### config.mk
export PLATFORM = sky130hd
export DESIGN_NAME = mailbox_frame_receiver
export DESIGN_NICKNAME = d
export VERILOG_FILES = /design/src/sv/mfr_pkg.sv /design/src/sv/mfr_regs.sv /design/src/sv/mfr_parser.sv /design/src/sv/mfr_out_queue.sv /design/src/sv/mailbox_frame_receiver.sv
export SDC_FILE = /design/constraint.sdc
export NUM_CORES = 1
export LEC_CHECK = 0
export BUFFER_PORTS_ARGS = -buffer_cell sky130_fd_sc_hd__buf_2
export CAP_MARGIN = 15
export CELL_PAD_IN_SITES_DETAIL_PLACEMENT = 0
export CELL_PAD_IN_SITES_GLOBAL_PLACEMENT = 2
export CORE_MARGIN = 10
export CORE_UTILIZATION = 38
export DETAILED_ROUTE_END_ITERATION = 8
export GPL_ROUTABILITY_DRIVEN = 0
export PLACE_DENSITY = 0.94
export SLEW_MARGIN = 20
export SYNTH_ARGS = -nofsm -noshare
export SYNTH_HDL_FRONTEND = slang
export SYNTH_SLANG_ARGS = --single-unit
### constraint.sdc
create_clock -name clk -period 6.5 [get_ports clk]
set_input_delay 1.3 -clock clk [delete_from_list [all_inputs] [get_ports clk]]
set_output_delay 1.3 -clock clk [all_outputs]
set_load 0.005 [all_outputs]
### src/sv/mfr_pkg.sv
`timescale 1ns / 1ps
// Shared types and constants for the frame receiver.
// Used by every module of the block; depends on nothing.
package mfr_pkg;

  localparam logic [7:0]  SENTINEL       = 8'h24;
  localparam logic [15:0] MAX_LENGTH_RST = 16'd2048;
  localparam logic [8:0]  HUNT_LIMIT_RST = 9'd256;
  localparam logic [15:0] SWALLOW_BYTES  = 16'd3;

  localparam int QDEPTH = 4;
  localparam int QPTR_W = $clog2(QDEPTH);
  localparam int QCNT_W = $clog2(QDEPTH + 1);

  localparam logic REG_MAX_LENGTH = 1'b0;
  localparam logic REG_HUNT_LIMIT = 1'b1;

  typedef enum logic [2:0] {
    PH_HUNT     = 3'd0,
    PH_SWALLOW  = 3'd1,
    PH_CHECKSUM = 3'd2,
    PH_LEN_HI   = 3'd3,
    PH_LEN_LO   = 3'd4,
    PH_PAYLOAD  = 3'd5
  } phase_t;

  typedef enum logic [2:0] {
    KIND_DATA    = 3'd0,
    KIND_GOOD    = 3'd1,
    KIND_BADSUM  = 3'd2,
    KIND_TOOLONG = 3'd3,
    KIND_BADHDR  = 3'd4
  } kind_t;

  typedef struct packed {
    kind_t      kind;
    logic [7:0] payload;
    logic       frame_end;
  } result_t;

  typedef struct packed {
    logic [1:0] count;
    result_t    first;
    result_t    second;
  } push_t;

endpackage

### src/sv/mfr_regs.sv
`timescale 1ns / 1ps
// Configuration registers behind the APB-style port.
// Depends on mfr_pkg for reset values and register indexes.
module mfr_regs import mfr_pkg::*; (
  input  logic        clk,
  input  logic        rst,
  input  logic        psel,
  input  logic        penable,
  input  logic        pwrite,
  input  logic [2:0]  paddr,
  input  logic [31:0] pwdata,
  output logic [31:0] prdata,
  output logic        pready,
  output logic [15:0] max_length,
  output logic [8:0]  hunt_limit
);

  logic wr_en;
  logic sel;

  assign pready = 1'b1;
  assign sel    = paddr[2];
  assign wr_en  = psel & penable & pwrite;

  always_ff @(posedge clk) begin
    if (rst) begin
      max_length <= MAX_LENGTH_RST;
      hunt_limit <= HUNT_LIMIT_RST;
    end else if (wr_en) begin
      case (sel)
        REG_MAX_LENGTH: max_length <= pwdata[15:0];
        REG_HUNT_LIMIT: hunt_limit <= pwdata[8:0];
        default: ;
      endcase
    end
  end

  always_comb begin
    case (sel)
      REG_MAX_LENGTH: prdata = {16'd0, max_length};
      REG_HUNT_LIMIT: prdata = {23'd0, hunt_limit};
      default:        prdata = 32'd0;
    endcase
  end

endmodule

### src/sv/mfr_parser.sv
`timescale 1ns / 1ps
// Frame parser: hunt, swallow, header, payload phases and the results of each byte.
// Depends on mfr_pkg for phase, kind and result types.
module mfr_parser import mfr_pkg::*; (
  input  logic        clk,
  input  logic        rst,
  input  logic        take,
  input  logic [7:0]  rx_byte,
  input  logic [15:0] max_length,
  input  logic [8:0]  hunt_limit,
  output push_t       push
);

  phase_t      phase, phase_next;
  logic [8:0]  miss_count, miss_count_next;
  logic [7:0]  sent_checksum, sent_checksum_next;
  logic [7:0]  len_hi, len_hi_next;
  logic [15:0] bytes_left, bytes_left_next;
  logic [7:0]  running_sum, running_sum_next;

  logic [8:0]  miss_inc;
  logic [15:0] left_dec;
  logic [15:0] frame_length;
  logic [7:0]  sum_add;

  assign miss_inc     = miss_count + 9'd1;
  assign left_dec     = bytes_left - 16'd1;
  assign frame_length = {len_hi, rx_byte};
  assign sum_add      = running_sum + rx_byte;

  always_comb begin
    phase_next         = phase;
    miss_count_next    = miss_count;
    sent_checksum_next = sent_checksum;
    len_hi_next        = len_hi;
    bytes_left_next    = bytes_left;
    running_sum_next   = running_sum;
    case (phase)
      PH_SWALLOW: begin
        bytes_left_next = left_dec;
        if (left_dec == 16'd0) begin
          phase_next      = PH_HUNT;
          miss_count_next = 9'd0;
        end
      end
      PH_CHECKSUM: begin
        sent_checksum_next = rx_byte;
        phase_next         = PH_LEN_HI;
      end
      PH_LEN_HI: begin
        len_hi_next = rx_byte;
        phase_next  = PH_LEN_LO;
      end
      PH_LEN_LO: begin
        running_sum_next = 8'd0;
        if (frame_length > max_length || frame_length == 16'd0) begin
          phase_next = PH_HUNT;
        end else begin
          bytes_left_next = frame_length;
          phase_next      = PH_PAYLOAD;
        end
      end
      PH_PAYLOAD: begin
        running_sum_next = sum_add;
        bytes_left_next  = left_dec;
        if (left_dec == 16'd0) phase_next = PH_HUNT;
      end
      default: begin
        if (rx_byte == SENTINEL) begin
          miss_count_next = 9'd0;
          phase_next      = PH_CHECKSUM;
        end else if (miss_inc >= hunt_limit || miss_inc == 9'd0) begin
          miss_count_next = 9'd0;
          bytes_left_next = SWALLOW_BYTES;
          phase_next      = PH_SWALLOW;
        end else begin
          miss_count_next = miss_inc;
          phase_next      = PH_HUNT;
        end
      end
    endcase
  end

  always_comb begin
    push.count  = 2'd0;
    push.first  = '{kind: KIND_DATA, payload: 8'd0, frame_end: 1'b0};
    push.second = '{kind: KIND_DATA, payload: 8'd0, frame_end: 1'b0};
    case (phase)
      PH_SWALLOW: begin
        if (left_dec == 16'd0) begin
          push.count = 2'd1;
          push.first = '{kind: KIND_BADHDR, payload: 8'd0, frame_end: 1'b1};
        end
      end
      PH_LEN_LO: begin
        if (frame_length > max_length) begin
          push.count = 2'd1;
          push.first = '{kind: KIND_TOOLONG, payload: 8'd0, frame_end: 1'b1};
        end else if (frame_length == 16'd0) begin
          push.count = 2'd1;
          push.first = '{kind: (sent_checksum == 8'd0) ? KIND_GOOD : KIND_BADSUM,
                         payload: 8'd0, frame_end: 1'b1};
        end
      end
      PH_PAYLOAD: begin
        push.first = '{kind: KIND_DATA, payload: rx_byte, frame_end: 1'b0};
        if (left_dec == 16'd0) begin
          push.count  = 2'd2;
          push.second = '{kind: (sum_add == sent_checksum) ? KIND_GOOD : KIND_BADSUM,
                          payload: 8'd0, frame_end: 1'b1};
        end else begin
          push.count = 2'd1;
        end
      end
      default: ;
    endcase
    if (!take) push.count = 2'd0;
  end

  always_ff @(posedge clk) begin
    if (rst) begin
      phase         <= PH_HUNT;
      miss_count    <= 9'd0;
      sent_checksum <= 8'd0;
      len_hi        <= 8'd0;
      bytes_left    <= 16'd0;
      running_sum   <= 8'd0;
    end else if (take) begin
      phase         <= phase_next;
      miss_count    <= miss_count_next;
      sent_checksum <= sent_checksum_next;
      len_hi        <= len_hi_next;
      bytes_left    <= bytes_left_next;
      running_sum   <= running_sum_next;
    end
  end

endmodule

### src/sv/mfr_out_queue.sv
`timescale 1ns / 1ps
// Result queue: takes up to two results a cycle, hands out one.
// Depends on mfr_pkg for the result types and queue depth.
module mfr_out_queue import mfr_pkg::*; (
  input  logic    clk,
  input  logic    rst,
  input  push_t   push,
  input  logic    pop,
  output logic    full,
  output logic    res_valid,
  output result_t head
);

  result_t             entries [QDEPTH];
  logic [QPTR_W-1:0]   wr_ptr, rd_ptr;
  logic [QPTR_W-1:0]   wr_ptr_inc;
  logic [QCNT_W-1:0]   count, count_next;

  assign wr_ptr_inc = wr_ptr + QPTR_W'(1);
  assign res_valid  = (count != QCNT_W'(0));
  assign full       = (count > QCNT_W'(QDEPTH - 2));
  assign head       = entries[rd_ptr];
  assign count_next = count + QCNT_W'(push.count) - QCNT_W'(pop);

  always_ff @(posedge clk) begin
    if (push.count != 2'd0) entries[wr_ptr] <= push.first;
    if (push.count == 2'd2) entries[wr_ptr_inc] <= push.second;
  end

  always_ff @(posedge clk) begin
    if (rst) begin
      wr_ptr <= '0;
      rd_ptr <= '0;
      count  <= '0;
    end else begin
      wr_ptr <= wr_ptr + QPTR_W'(push.count);
      if (pop) rd_ptr <= rd_ptr + QPTR_W'(1);
      count <= count_next;
    end
  end

endmodule

### src/sv/mailbox_frame_receiver.sv
`timescale 1ns / 1ps
// Frame receiver top level: config registers, parser and result queue.
// Results of an accepted byte are registered in a four-entry queue, offered in order.
// Takes one byte per cycle while rx_stall is low; the last payload byte yields two results,
// drained one per cycle unless stalled; rx_stall rises when the queue holds more than two.
// Reset (synchronous): hunting phase, counters and queue cleared, registers to defaults.
module mailbox_frame_receiver import mfr_pkg::*; (
  input  logic        clk,
  input  logic        rst,
  input  logic        rx_valid,
  output logic        rx_stall,
  input  logic [7:0]  rx_byte,
  output logic        res_valid,
  input  logic        res_stall,
  output logic [2:0]  kind,
  output logic [7:0]  payload,
  output logic        frame_end,
  input  logic        psel,
  input  logic        penable,
  input  logic        pwrite,
  input  logic [2:0]  paddr,
  input  logic [31:0] pwdata,
  output logic [31:0] prdata,
  output logic        pready
);

  logic [15:0] max_length;
  logic [8:0]  hunt_limit;
  logic        full;
  logic        take;
  push_t       push;
  result_t     head;

  assign rx_stall  = full;
  assign take      = rx_valid & ~full;
  assign kind      = head.kind;
  assign payload   = head.payload;
  assign frame_end = head.frame_end;

  mfr_regs u_regs (
    .clk, .rst, .psel, .penable, .pwrite, .paddr, .pwdata, .prdata, .pready,
    .max_length, .hunt_limit
  );

  mfr_parser u_parser (
    .clk, .rst, .take, .rx_byte, .max_length, .hunt_limit, .push
  );

  mfr_out_queue u_queue (
    .clk, .rst, .push, .pop(res_valid & ~res_stall), .full, .res_valid, .head
  );

endmodule

### After elaboration in Yosys (flattened, before gate mapping)

Memories as Yosys holds them, arrays and structs flattened. A register that Yosys moved wholly into a read port is not among the register bits.
Cells that the tools add are included.

* output and inout port bits: 47
* bits in registers: 84
* memories kept: 1
* input port bits: 50
* RAM bits: 48
* logic and storage cells: 96

Memories
* u_queue.entries: words 4, bits a word 12, read ports 1, clocked after memory_dff 1, write ports 2, RTL line mfr_out_queue.sv:14 `result_t entries [QDEPTH];`

* bitwise logic cells: 9
* add/subtract/negate cells: 8
* reductions and logical operators: 21
* multiplexer cells: 31
* magnitude comparators: 3
* equality and inequality tests: 12

Operator list (count)
* 32-bit one-hot mux with 2 select lines: 1
* 16-bit two-way mux: 3
* 16-bit one-hot mux with 3 select lines: 1
* 14-bit one-hot mux with 3 select lines: 1
* 16-bit zero test: 2
* 9-bit two-way mux: 3
* 13-bit two-way mux: 2
* 12-bit two-way mux: 2
* 9-bit one-hot mux with 2 select lines: 1
* 16-bit > comparator: 1
* 8-bit one-hot mux with 2 select lines: 1
* 16-bit by 1-bit subtractor with 16-bit output, second input constant: 1
* 14-bit two-way mux: 1
* 2-bit two-way mux: 6
* 3-bit one-hot mux with 4 select lines: 1
* 2-bit AND reduction: 6
* 9-bit by 1-bit adder with 9-bit output, second input constant: 1
* 9-bit greater-or-equal comparator: 1
* 9-bit zero test: 1
* 3-bit two-way mux: 3
* 8-bit adder: 1
* 8-bit by 6-bit == test with 1-bit output, second input constant: 1
* 8-bit == test: 1
* 8-bit zero test: 1
* 22 further kinds: 41

### Depth between registers and ports, before layout

Gate-level depths: netlist of the first run.

* depth after elaboration: 9
* gate-level depth with buffers: 17
* gate-level depth less buffers: 14

### By module

Synthesis of the first run repeated with hierarchy kept, for this count alone.

* cell total of the unflattened synthesis: 896
* area total of the unflattened synthesis: 8762.2 um2

Modules (own cells, without submodules)
* mfr_parser: cells an instance 595, times used 1, seq. area each 1041.0 um2, area an instance 4421.7 um2
* mfr_out_queue: cells an instance 161, times used 1, seq. area each 1621.6 um2, area an instance 2945.3 um2
* mfr_regs: cells an instance 138, times used 1, seq. area each 500.5 um2, area an instance 1367.6 um2
* mailbox_frame_receiver: cells an instance 2, times used 1, seq. area each 0.0 um2, area an instance 27.5 um2

### Worst setup path after synthesis of the first run

OpenSTA, ideal clock, no wires.

* path type: input-to-reg
* start point: input rx_byte[1]
* end point: register u_queue.count[2]
* arrival: 3.734 ns
* library setup time: 0.128 ns
* path slack: 2.638 ns
* path buffers: 1
* data required time: 6.372 ns
* cell stages on the path: 12
* path through: ha_1 > nor2b_1 > o21ai_0 > a21bo_2 > nor4bb_1 > or3_1 > clkbuf_1 > a21oi_1 > ha_1 > fa_1 > xnor2_1 > nor2_1

* longest elaborated chain between the ends: 7
* elaborated cells on any way between the ends: 8
* those cells by class: 2 x add/sub; 1 x order compare; 4 x mux; 1 x reduce/logical

RTL lines
* start, declared: RTL line mailbox_frame_receiver.sv:12 `input logic [7:0] rx_byte,`
* parallel branches: the longest is 2 deep, another holds 16-bit > comparator
* 14-bit two-way mux *: RTL line mfr_parser.sv:96 `if (frame_length > max_length) begin`
* 14-bit one-hot mux with 3 select lines *: RTL line mfr_parser.sv:88 `case (phase)`
* 2-bit two-way mux *: RTL line mfr_parser.sv:117 `if (!take) push.count = 2'd0;`
* 3-bit by 2-bit adder with 3-bit output *: RTL line mfr_out_queue.sv:23 `assign count_next = count + QCNT_W'(push.count) - QCNT_W'(pop);`
* 3-bit by 1-bit subtractor with 3-bit output *: RTL line mfr_out_queue.sv:23
* end signal, assigned: RTL line mfr_out_queue.sv:38 `count <= count_next;`
* end, declared: RTL line mfr_out_queue.sv:17 `logic [QCNT_W-1:0] count, count_next;`

Mark *: on every way between the ends.
A chain may end at the register's enable or synchronous reset.

### Worst setup path in the final report of the first run

* start point: register u_parser.bytes_left[0]
* end point: register u_queue.count[1]

* longest elaborated chain between the ends: 7
* elaborated cells on any way between the ends: 8
* those cells by class: 3 x add/sub; 4 x mux; 1 x reduce/logical

RTL lines
* start, declared: RTL line mfr_parser.sv:18 `logic [15:0] bytes_left, bytes_left_next;`
* start signal, assigned: RTL line mfr_parser.sv:133 `bytes_left <= bytes_left_next;`
* 16-bit by 1-bit subtractor with 16-bit output *: RTL line mfr_parser.sv:27 `assign left_dec = bytes_left - 16'd1;`
* 16-bit zero test *: RTL line mfr_parser.sv:90, mfr_parser.sv:107
* 2-bit two-way mux / 13-bit two-way mux (equally long branches): RTL line mfr_parser.sv:107, mfr_parser.sv:90
* 14-bit one-hot mux with 3 select lines *: RTL line mfr_parser.sv:88
* 2-bit two-way mux *: RTL line mfr_parser.sv:117
* 3-bit by 2-bit adder with 3-bit output *: RTL line mfr_out_queue.sv:23
* 3-bit by 1-bit subtractor with 3-bit output *: RTL line mfr_out_queue.sv:23
* via u_queue.count_next[1]: RTL line mfr_out_queue.sv:17

The timed path passes the listed nets; every way through them passes the cells marked *.

==> results.json, run 1 <==
{
  "cpMaxStageDelayCell": "nor4_4",
  "fin_util_pct": 43.3,
  "fin_area_mm2": 0.00911,
  "drt-total-wl_um": 22300,
  "syn-cell-area_mm2": 0.00812,
  "worst_slew_pin_slew_ns": 1.06,
  "fin_crit_ns": 4.19,
  "htreeDepth": 4,
  "p_leak_nw": 3.66,
  "drv_cap": 0,
  "cts_hold_buf": 0,
  "total_power_mw": 2.76,
  "cts.clk_slew.worst_paths_ns": 0.06,
  "synth_cell_types": 78,
  "ctsResizeCount": 0,
  "synth_flop_cell": "dfxtp_1",
  "cts_sinks": 134,
  "ant_nets": 0,
  "drive_gt1_share_pct": 13.7,
  "hold_viol": 0,
  "antenna_found_initial": 0,
  "yosys_register_bits": 134,
  "avgRoutedWirePerCell_um": 17.3,
  "startpoint_type": "register",
  "setup_viol": 0,
  "async_reset_ff_share_pct": 0,
  "yosysWarnings": 0,
  "port_buffers": 61,
  "placedCellCount": 1256,
  "fin_skew_ns": 0.00969,
  "drc_errors": 0,
  "row_count": 53,
  "synth_cells": 975,
  "setup.worst_path.end_class": "register",
  "crit_type": "register to register",
  "numCtsBuffers": 17,
  "dpl_cell_area_mm2": 0.00850,
  "start_util_pct": 38.6,
  "grt-ovfl-total": 0,
  "tritoncts": "built",
  "max_freq_mhz": 239,
  "synth_seq_area_share_pct": 34.5,
  "cellInternalPower_mw": 1.78,
  "drv_slew": 0,
  "area_growth_syn_to_layout_pct": 12.2,
  "track_usage_pct": 15.6,
  "worst_ep_arrival_time_ns": 4.48,
  "pre_cts_ws_ns": 2.07,
  "vias": 6995,
  "dp_hpwl_um": 15600,
  "dieArea_mm2": 0.0276,
  "status": "completed",
  "core-area_mm2": 0.0210,
  "sequentialPowerShare_pct": 35.7,
  "timing.final.crit_share_pct": 64.4,
  "required_ns": 6.80,
  "drtPass1Iterations": 5,
  "cts_buffer_depth": 2,
  "setup_slack_ns": 2.31,
  "synth_edf_count": 12,
  "final_net_count": 1094,
  "max_stage_delay_ns": 0.69,
  "clk_latency_ns": 0.43,
  "grt_pass1_vias": 6595,
  "antenna_cells": 0,
  "die_w_um": 166,
  "io_pins": 97,
  "fillers": 2117,
  "grt_pass1_wl_um": 35700,
  "grt_setup_unrepaired": "false",
  "grt_max_degree": 58,
  "whs_ns": 0.454,
  "drtIter0Drc": 511,
  "switching_share_pct": 35.6,
  "post-cts-setup-buffer-count": 0,
  "power_density_mw_per_mm2": 303,
  "power_switching_mw": 0.981,
  "instances_no_fill": 1288,
  "hold_class": "register to register",
  "clkPwrFrac_pct": 36.6,
  "power_frac_comb_pct": 27.7,
  "setup-tns-final_ns": 0,
  "peakVddDrop_mv": 0.198,
  "die_y_um": 166,
  "clock-root-buffer": "clkbuf_16",
  "relSlewSlack_pct": 29.2,
  "avgSynthCellArea_um2": 8.33,
  "viasPerCell": 5.43,
  "cp_max_fo": 8,
  "crit_chain": "inv_1, ha_1, or3b_1, nand2_1, a311o_1, a22o_4, nor4_4, xnor2_1, nand2_1, a21oi_1, ha_1, fa_1, nor2b_1"
}
-- placed cells by master (no fill, tap or decap), types with 6 or more instances in the layout --
master and n:
mux2i_1 26, nand2_1 118, buf_2 61, a31o_1 8, inv_1 52, nor2b_1 12, a31oi_1 6, a22oi_1 15
conb_1 17, nor4_1 14, o21ai_0 42, nand4_1 25, nor2_1 109, mux4_2 12, nor3_1 22, a32o_1 10
clkbuf_16 18, or3_1 8, xor2_1 12, nand2b_1 7, ha_1 42, xnor2_1 25, dfxtp_1 122, a21o_1 10
o211ai_1 6, a211oi_1 13, edfxtp_1 12, a21oi_1 61, buf_4 7, and2_1 7, nand3_1 22
-- logic make-up (layout without fill, tap and decap cells) --
kind of cell	count (synthesis)	in the layout	synth area share, %
AND/OR/NAND/NOR	370	370	21.8
AO/OA/AOI/OAI	217	217	18.5
flip-flops	134	134	34.5
buffers and inverters	131	154	7.32
adder cells (fa/ha/maj)	44	44	6.96
multiplexers	40	40	6.81
XOR/XNOR	37	37	3.99
other	2	17	0.0925
-- registers in the layout (all words and copies together), names as in the netlist, named ones only --
signal and cells:
u_parser.bytes_left 16, u_parser.len_hi 8, u_parser.miss_count 9, u_parser.phase 3, u_parser.running_sum 8, u_parser.sent_checksum 8
u_queue.count 3, u_queue.entries 48, u_queue.rd_ptr 2, u_queue.wr_ptr 2, u_regs.hunt_limit 9, u_regs.max_length 16
-- final timing paths --
check / start / endpoint / slack [ns] / cells after the start
min reg2reg: u_regs.max_length[9] / u_regs.max_length[9] / 0.45 / 2
max reg2reg: u_parser.bytes_left[0] / u_queue.count[1] / 2.31 / 13
max: u_parser.bytes_left[0] / u_queue.count[1] / 2.31 / 13
min: u_regs.max_length[9] / u_regs.max_length[9] / 0.45 / 2
-- power groups by stage --
stage | clock [mW] | sequential, mW | combinational (mW)
final | 1.01 | 0.985 | 0.763
after global routing | 1.06 | 0.998 | 0.853
after CTS | 1.03 | 0.985 | 0.764
after global placement | 0 | 1.00 | 0.752
after detailed placement | 0 | 1.00 | 0.755
after floorplan | 0 | 0.939 | 0.647
-- synth_stat cells, types with 10 or more instances --
master | n | area share [%]
a211oi_1 | 13 | 1.2
a21o_1 | 10 | 0.92
a21oi_1 | 61 | 3.8
a22oi_1 | 15 | 1.4
a32o_1 | 10 | 1.2
buf_4 | 19 | 1.8
clkbuf_1 | 43 | 2.0
dfxtp_1 | 122 | 30
edfxtp_1 | 12 | 4.4
ha_1 | 42 | 6.5
inv_1 | 52 | 2.4
mux2i_1 | 26 | 3.2
mux4_2 | 12 | 3.3
nand2_1 | 118 | 5.5
nand3_1 | 22 | 1.4
nand4_1 | 25 | 1.9
nor2_1 | 110 | 5.1
nor2b_1 | 12 | 0.92
nor3_1 | 22 | 1.4
nor4_1 | 14 | 1.1
o21ai_0 | 42 | 2.6
xnor2_1 | 25 | 2.7
xor2_1 | 12 | 1.3
-- critical path: cells and delay by family, from the launching register on --
family / cells / cell delay, ns
XOR/XNOR: 1 / 0.19
flip-flops: 1 / 0.47
adder cells (fa/ha/maj): 3 / 0.94
AO/OA/AOI/OAI: 3 / 0.97
buffers and inverters: 1 / 0.08
AND/OR/NAND/NOR: 5 / 1.41
-- area by class of cell --
| type | count | area, um2 | area share, % |
|---|---|---|---|
| clock buffers | 18 | 450 | 4.94 |
| clock inverters | 14 | 164 | 1.80 |
| inverters | 54 | 203 | 2.22 |
| multi-input cells | 725 | 4790 | 52.6 |
| flip-flops and latches | 134 | 2800 | 30.8 |
| well taps | 275 | 344 | 3.78 |
| repair buffers | 68 | 358 | 3.93 |
-- metal layers --
metal,track usage [%],wire [um],vias to the layer above
li1,-,-,3497
met1,20.8,10700,3295
met2,24.5,10200,176
met3,3.60,1080,27
met4,4.24,332,0
met5,0,0,-
No activity file was read; power rests on OpenSTA's default activity.
==> run 2, diff against run 1 <==
- CORE_UTILIZATION: 38 -> 35
- PLACE_DENSITY: 0.94 -> 0.89
- clock period: 6.5 -> 3.95 ns (I/O delays scaled with it)
==> results.json, run 2 (synthesis gave the netlist of run 1 again) <==
{
  "fin_crit_ns": 3.67,
  "numCtsBuffers": 17,
  "crit_type": "register to register",
  "worst_slew_pin_slew_ns": 0.871,
  "layout_common_cells": "122 x dfxtp_1, 118 x nand2_1, 110 x nor2_1",
  "startpoint_type": "register",
  "cts.clk_slew.worst_paths_ns": 0.06,
  "clkPwrFrac_pct": 35.1,
  "io_pins": 97,
  "avgRoutedWirePerCell_um": 17.4,
  "area_growth_syn_to_layout_pct": 15.9,
  "post-cts-setup-buffer-count": 0,
  "setup_viol": 0,
  "r2r_slack_ns": 0.28,
  "antenna_found_initial": 0,
  "hold_viol": 0,
  "track_usage_pct": 16.1,
  "relSlewSlack_pct": 41.9,
  "port_buffers": 61,
  "instances_no_fill": 1338,
  "ant_nets": 0,
  "cts_buffer_depth": 2,
  "dr_wl_met3_um": 1270,
  "power_switching_mw": 1.59,
  "regMostFlops": "u_queue.entries",
  "die_y_um": 172,
  "drtIter0Drc": 532,
  "cts_sinks": 134,
  "fin_skew_ns": 0.0147,
  "clk_latency_ns": 0.43,
  "start_util_pct": 35.8,
  "cp_max_fo": 11,
  "grt-ovfl-total": 0,
  "p_leak_nw": 3.84,
  "dieArea_mm2": 0.0297,
  "tritoncts": "built",
  "htreeDepth": 4,
  "cts_hold_buf": 0,
  "highest_layer": "met4",
  "required_ns": 4.24,
  "power_density_mw_per_mm2": 484,
  "core-area_mm2": 0.0227,
  "antenna_cells": 0,
  "grt_pass1_vias": 7036,
  "final_net_count": 1134,
  "grt_max_degree": 61,
  "drv_cap": 0,
  "drt-total-wl_um": 23300,
  "setup-tns-final_ns": 0,
  "drc_errors": 0,
  "vias": 7136,
  "grt_pass1_wl_um": 37800,
  "met2_length_um": 10300,
  "dp_hpwl_um": 17100,
  "die_w_um": 172,
  "cellInternalPower_mw": 2.97,
  "drive_gt1_share_pct": 16.8,
  "final_common_cell": "dfxtp_1",
  "max_stage_delay_ns": 0.65,
  "whs_ns": 0.456,
  "row_count": 55,
  "timing.final.crit_share_pct": 93.0,
  "power_frac_comb_pct": 29.8,
  "ctsResizeCount": 0,
  "placedCellCount": 1306,
  "max_freq_mhz": 272,
  "hold_class": "register to register",
  "switching_share_pct": 34.9,
  "viasPerCell": 5.33,
  "setup_slack_ns": 0.276,
  "fin_area_mm2": 0.00941,
  "status": "completed",
  "fin_util_pct": 41.4,
  "sequentialPowerShare_pct": 35.1,
  "clock-root-buffer": "clkbuf_16",
  "worst_ep_arrival_time_ns": 3.96,
  "wl_met1_um": 11400,
  "largest_register_ffs": 48,
  "drtPass1Iterations": 5,
  "cpMaxStageDelayCell": "or4_4",
  "reg.largest.list": "u_queue.entries (48), u_parser.bytes_left (16), u_regs.max_length (16)",
  "total_power_mw": 4.56,
  "dpl_cell_area_mm2": 0.00882,
  "crit_chain": "or4_4, or4b_1, o211ai_1, a21bo_1, nor4_4, xnor2_1, nand2_1, a21oi_1, ha_1, fa_1, nor2b_1",
  "grt_setup_unrepaired": "false",
  "setup.worst_path.end_class": "register",
  "pre_cts_ws_ns": 0.270,
  "peakVddDrop_mv": 0.230,
  "drv_slew": 0
}
## run 2: area by class of cell
| type | count | area (um2) |
|---|---|---|
| sequential | 134 | 2800 |
| clock inverter | 13 | 136 |
| clock buffer | 19 | 454 |
| fill | 2360 | 13300 |
| inverter | 54 | 203 |
| timing repair buffer | 108 | 671 |
| tap | 285 | 357 |
| multi-input combinational | 725 | 4790 |
## run 2: final timing paths
path / from / end / cells past startpoint
worst min-delay path: u_regs.max_length[14] / u_regs.max_length[14] / 2
worst max-delay path: u_parser.bytes_left[0] / u_queue.count[1] / 11
worst max register to register: u_parser.bytes_left[0] / u_queue.count[1] / 11
worst min register to register: u_regs.max_length[14] / u_regs.max_length[14] / 2
## run 2: power groups by stage
stage / clock network (mW) / logic (mW) / registers [mW]
2_1_floorplan: 0 / 1.06 / 1.55
3_3_place_gp: 0 / 1.35 / 1.63
3_5_place_dp: 0 / 1.34 / 1.63
4_1_cts: 1.63 / 1.36 / 1.60
5_1_grt: 1.68 / 1.52 / 1.62
6_report: 1.60 / 1.36 / 1.60
## run 2: critical path, delay by kind of cell (launching register included)
family	cells	cell delay, ns
DFF	1	0.38
AOI/OAI and AO/OA	3	0.81
adders and majority gates	2	0.63
and+or+nand+nor	5	1.57
xor gates and xnor gates	1	0.15
## run 2: per-layer routing
layer  global-route usage [%]  up-vias
li1                         -     3584
met1                     22.2     3330
met2                     24.9      200
met3                     3.12       22
met4                     4.46        0
met5                        0        -
==> run 3, diff against run 2 <==
- CORE_UTILIZATION: 35 -> 32
- CTS_CLUSTER_DIAMETER: not set -> 120
- PLACE_DENSITY: 0.89 -> 0.86
- SETUP_SLACK_MARGIN: not set -> 0.4
- clock period: 3.95 -> 3.1 ns (I/O delays scaled with it)
==> results.json, run 3 (synthesis gave the netlist of run 1 again) <==
{
  "drv_cap": 0,
  "total_power_mw": 6.78,
  "antenna_found_initial": 0,
  "drt-total-wl_um": 26000,
  "die_w_um": 179,
  "fin_skew_ns": 0.0106,
  "dieArea_mm2": 0.0321,
  "track_usage_pct": 16.0,
  "setup_viol": 36,
  "grt-ovfl-total": 0,
  "dp_hpwl_um": 18100,
  "final_common_cell": "buf_4",
  "antenna_cells": 0,
  "grt_setup_unrepaired": "true",
  "layout_common_cells": "136 x buf_4, 112 x nand2_1, 104 x dfxtp_1",
  "port_buffers": 61,
  "r2r_end": "u_queue.count[1]",
  "viasPerCell": 5.14,
  "clk_latency_ns": 0.43,
  "vias": 7768,
  "final_net_count": 1261,
  "peakVddDrop_mv": 0.479,
  "htreeDepth": 4,
  "ant_nets": 0,
  "fillers": 2475,
  "met2_length_um": 12900,
  "core-area_mm2": 0.0251,
  "cts_sinks": 134,
  "highest_layer": "met4",
  "required_ns": 3.39,
  "worst_slew_pin_slew_ns": 0.833,
  "pre_cts_ws_ns": -0.323,
  "tritoncts": "built",
  "hold_viol": 0,
  "die_y_um": 179,
  "crit_start": "u_parser.bytes_left[3]",
  "drive_gt1_share_pct": 36.3,
  "worst_ep_arrival_time_ns": 3.63,
  "area_growth_syn_to_layout_pct": 41.1,
  "setup.worst_path.end_class": "register",
  "drv_slew": 0,
  "dr_wl_met3_um": 894,
  "grt_max_degree": 30,
  "r2r_start": "u_parser.bytes_left[3]",
  "reg.largest.list": "u_queue.entries (48), u_parser.bytes_left (16), u_regs.max_length (16)",
  "timing.final.crit_share_pct": 107,
  "largest_register_ffs": 48,
  "setup-tns-final_ns": -2.85,
  "cts_buffer_depth": 2,
  "drtIter0Drc": 486,
  "max_freq_mhz": 300,
  "grt_pass1_vias": 7717,
  "crit_type": "register to register",
  "fin_crit_ns": 3.33,
  "worst_r2r_path_depth": 11,
  "hold_class": "primary input to register",
  "cts.clk_slew.worst_paths_ns": 0.06,
  "r2r_slack_ns": -0.23,
  "grt_pass1_wl_um": 40900,
  "io_pins": 97,
  "row_count": 58,
  "cp_max_fo": 3,
  "drtPass1Iterations": 5,
  "p_leak_nw": 4.69,
  "violations": "setup timing",
  "wl_met1_um": 11600,
  "setup_slack_ns": -0.232,
  "avgRoutedWirePerCell_um": 17.2,
  "numCtsBuffers": 17,
  "clock-root-buffer": "clkbuf_16",
  "drc_errors": 0,
  "critPathCapture": "u_queue.count[1]",
  "start_util_pct": 32.3,
  "whs_ns": 0.421,
  "power_density_mw_per_mm2": 592,
  "startpoint_type": "register",
  "regMostFlops": "u_queue.entries",
  "status": "complete, but fails checks",
  "relSlewSlack_pct": 43.9
}
==> run 3: changes by cell type in the layout (fill, tap and decap cells not counted), moves of 8 or more <==
cell     previous run  this run
dfxtp_1           122       104
dfxtp_2             0        13
ha_1               42        28
a21oi_1            61        53
ha_4                0        11
buf_6               0        30
o21ai_2             0        11
o21ai_0            42        29
buf_4              46       136
nor2_1            110       101
==> run 3: repair_timing <==
action,in CTS,in global routing
setup buffers,30,17
resized for setup,145,48
pin swaps,55,26
hold buffers,0,0
gates cloned,3,1
endpoints found under the setup margin,92,93
==> run 3: routing by layer <==
metal  vias up  track usage (%)
li1       3838                -
met3        34             2.49
met2       155             27.8
met1      3741             19.8
met4         0             5.19
met5         -                0
==> run 3: stage by stage <==
stage	util, %	instance area [um2]	instances
floorplan	-	8330	990
global placement	38.1	9580	1427
detailed placement	38.1	9580	1427
CTS	44.4	11100	1492
global route	45.6	11500	1510
finish	45.6	11500	1510
==> run 3: critical path: stages (launching register included) <==
cell and delay, ns:
dfxtp_2 0.32, or4_4 0.57, or4b_1 0.48, o211ai_1 0.12, a21bo_2 0.27, nor4_4 0.24
xnor2_1 0.15, nand2_1 0.09, a21oi_2 0.21, ha_2 0.21, fa_2 0.41, nor2b_1 0.13
==> run 3: how the worst min path moves through the flow <==
| stage | start | to | depth (start not counted) |
|---|---|---|---|
| 6_report | pwdata[13] | u_regs.max_length[13] | 3 |
| 5_1_grt | pwdata[15] | u_regs.max_length[15] | 3 |
| 4_1_cts | pwdata[15] | u_regs.max_length[15] | 3 |
| 3_5_place_dp | u_regs.max_length[6] | u_regs.max_length[6] | 2 |
| 3_3_place_gp | u_regs.max_length[2] | u_regs.max_length[2] | 2 |
| 2_1_floorplan | u_queue.entries[2][8] | u_queue.entries[2][8] | 2 |
==> run 3: final cells by class <==
class / count / area, um2 / share of cell area [%]
timing repair buffer: 234 / 1820 / 15.9
inverter: 54 / 205 / 1.79
clock inverter: 15 / 206 / 1.80
multi-input combinational: 726 / 5550 / 48.4
sequential: 134 / 2840 / 24.8
tap: 330 / 413 / 3.60
clock buffer: 17 / 425 / 3.71
==> run 3: where the power goes <==
part           switching, mW  leakage (nW)  internal [mW]  total (mW)
combinational           1.36          3.27           1.23        2.59
sequential             0.120          1.11           1.86        1.98
clock                  0.906         0.309           1.31        2.21
total                   2.38          4.69           4.40        6.78
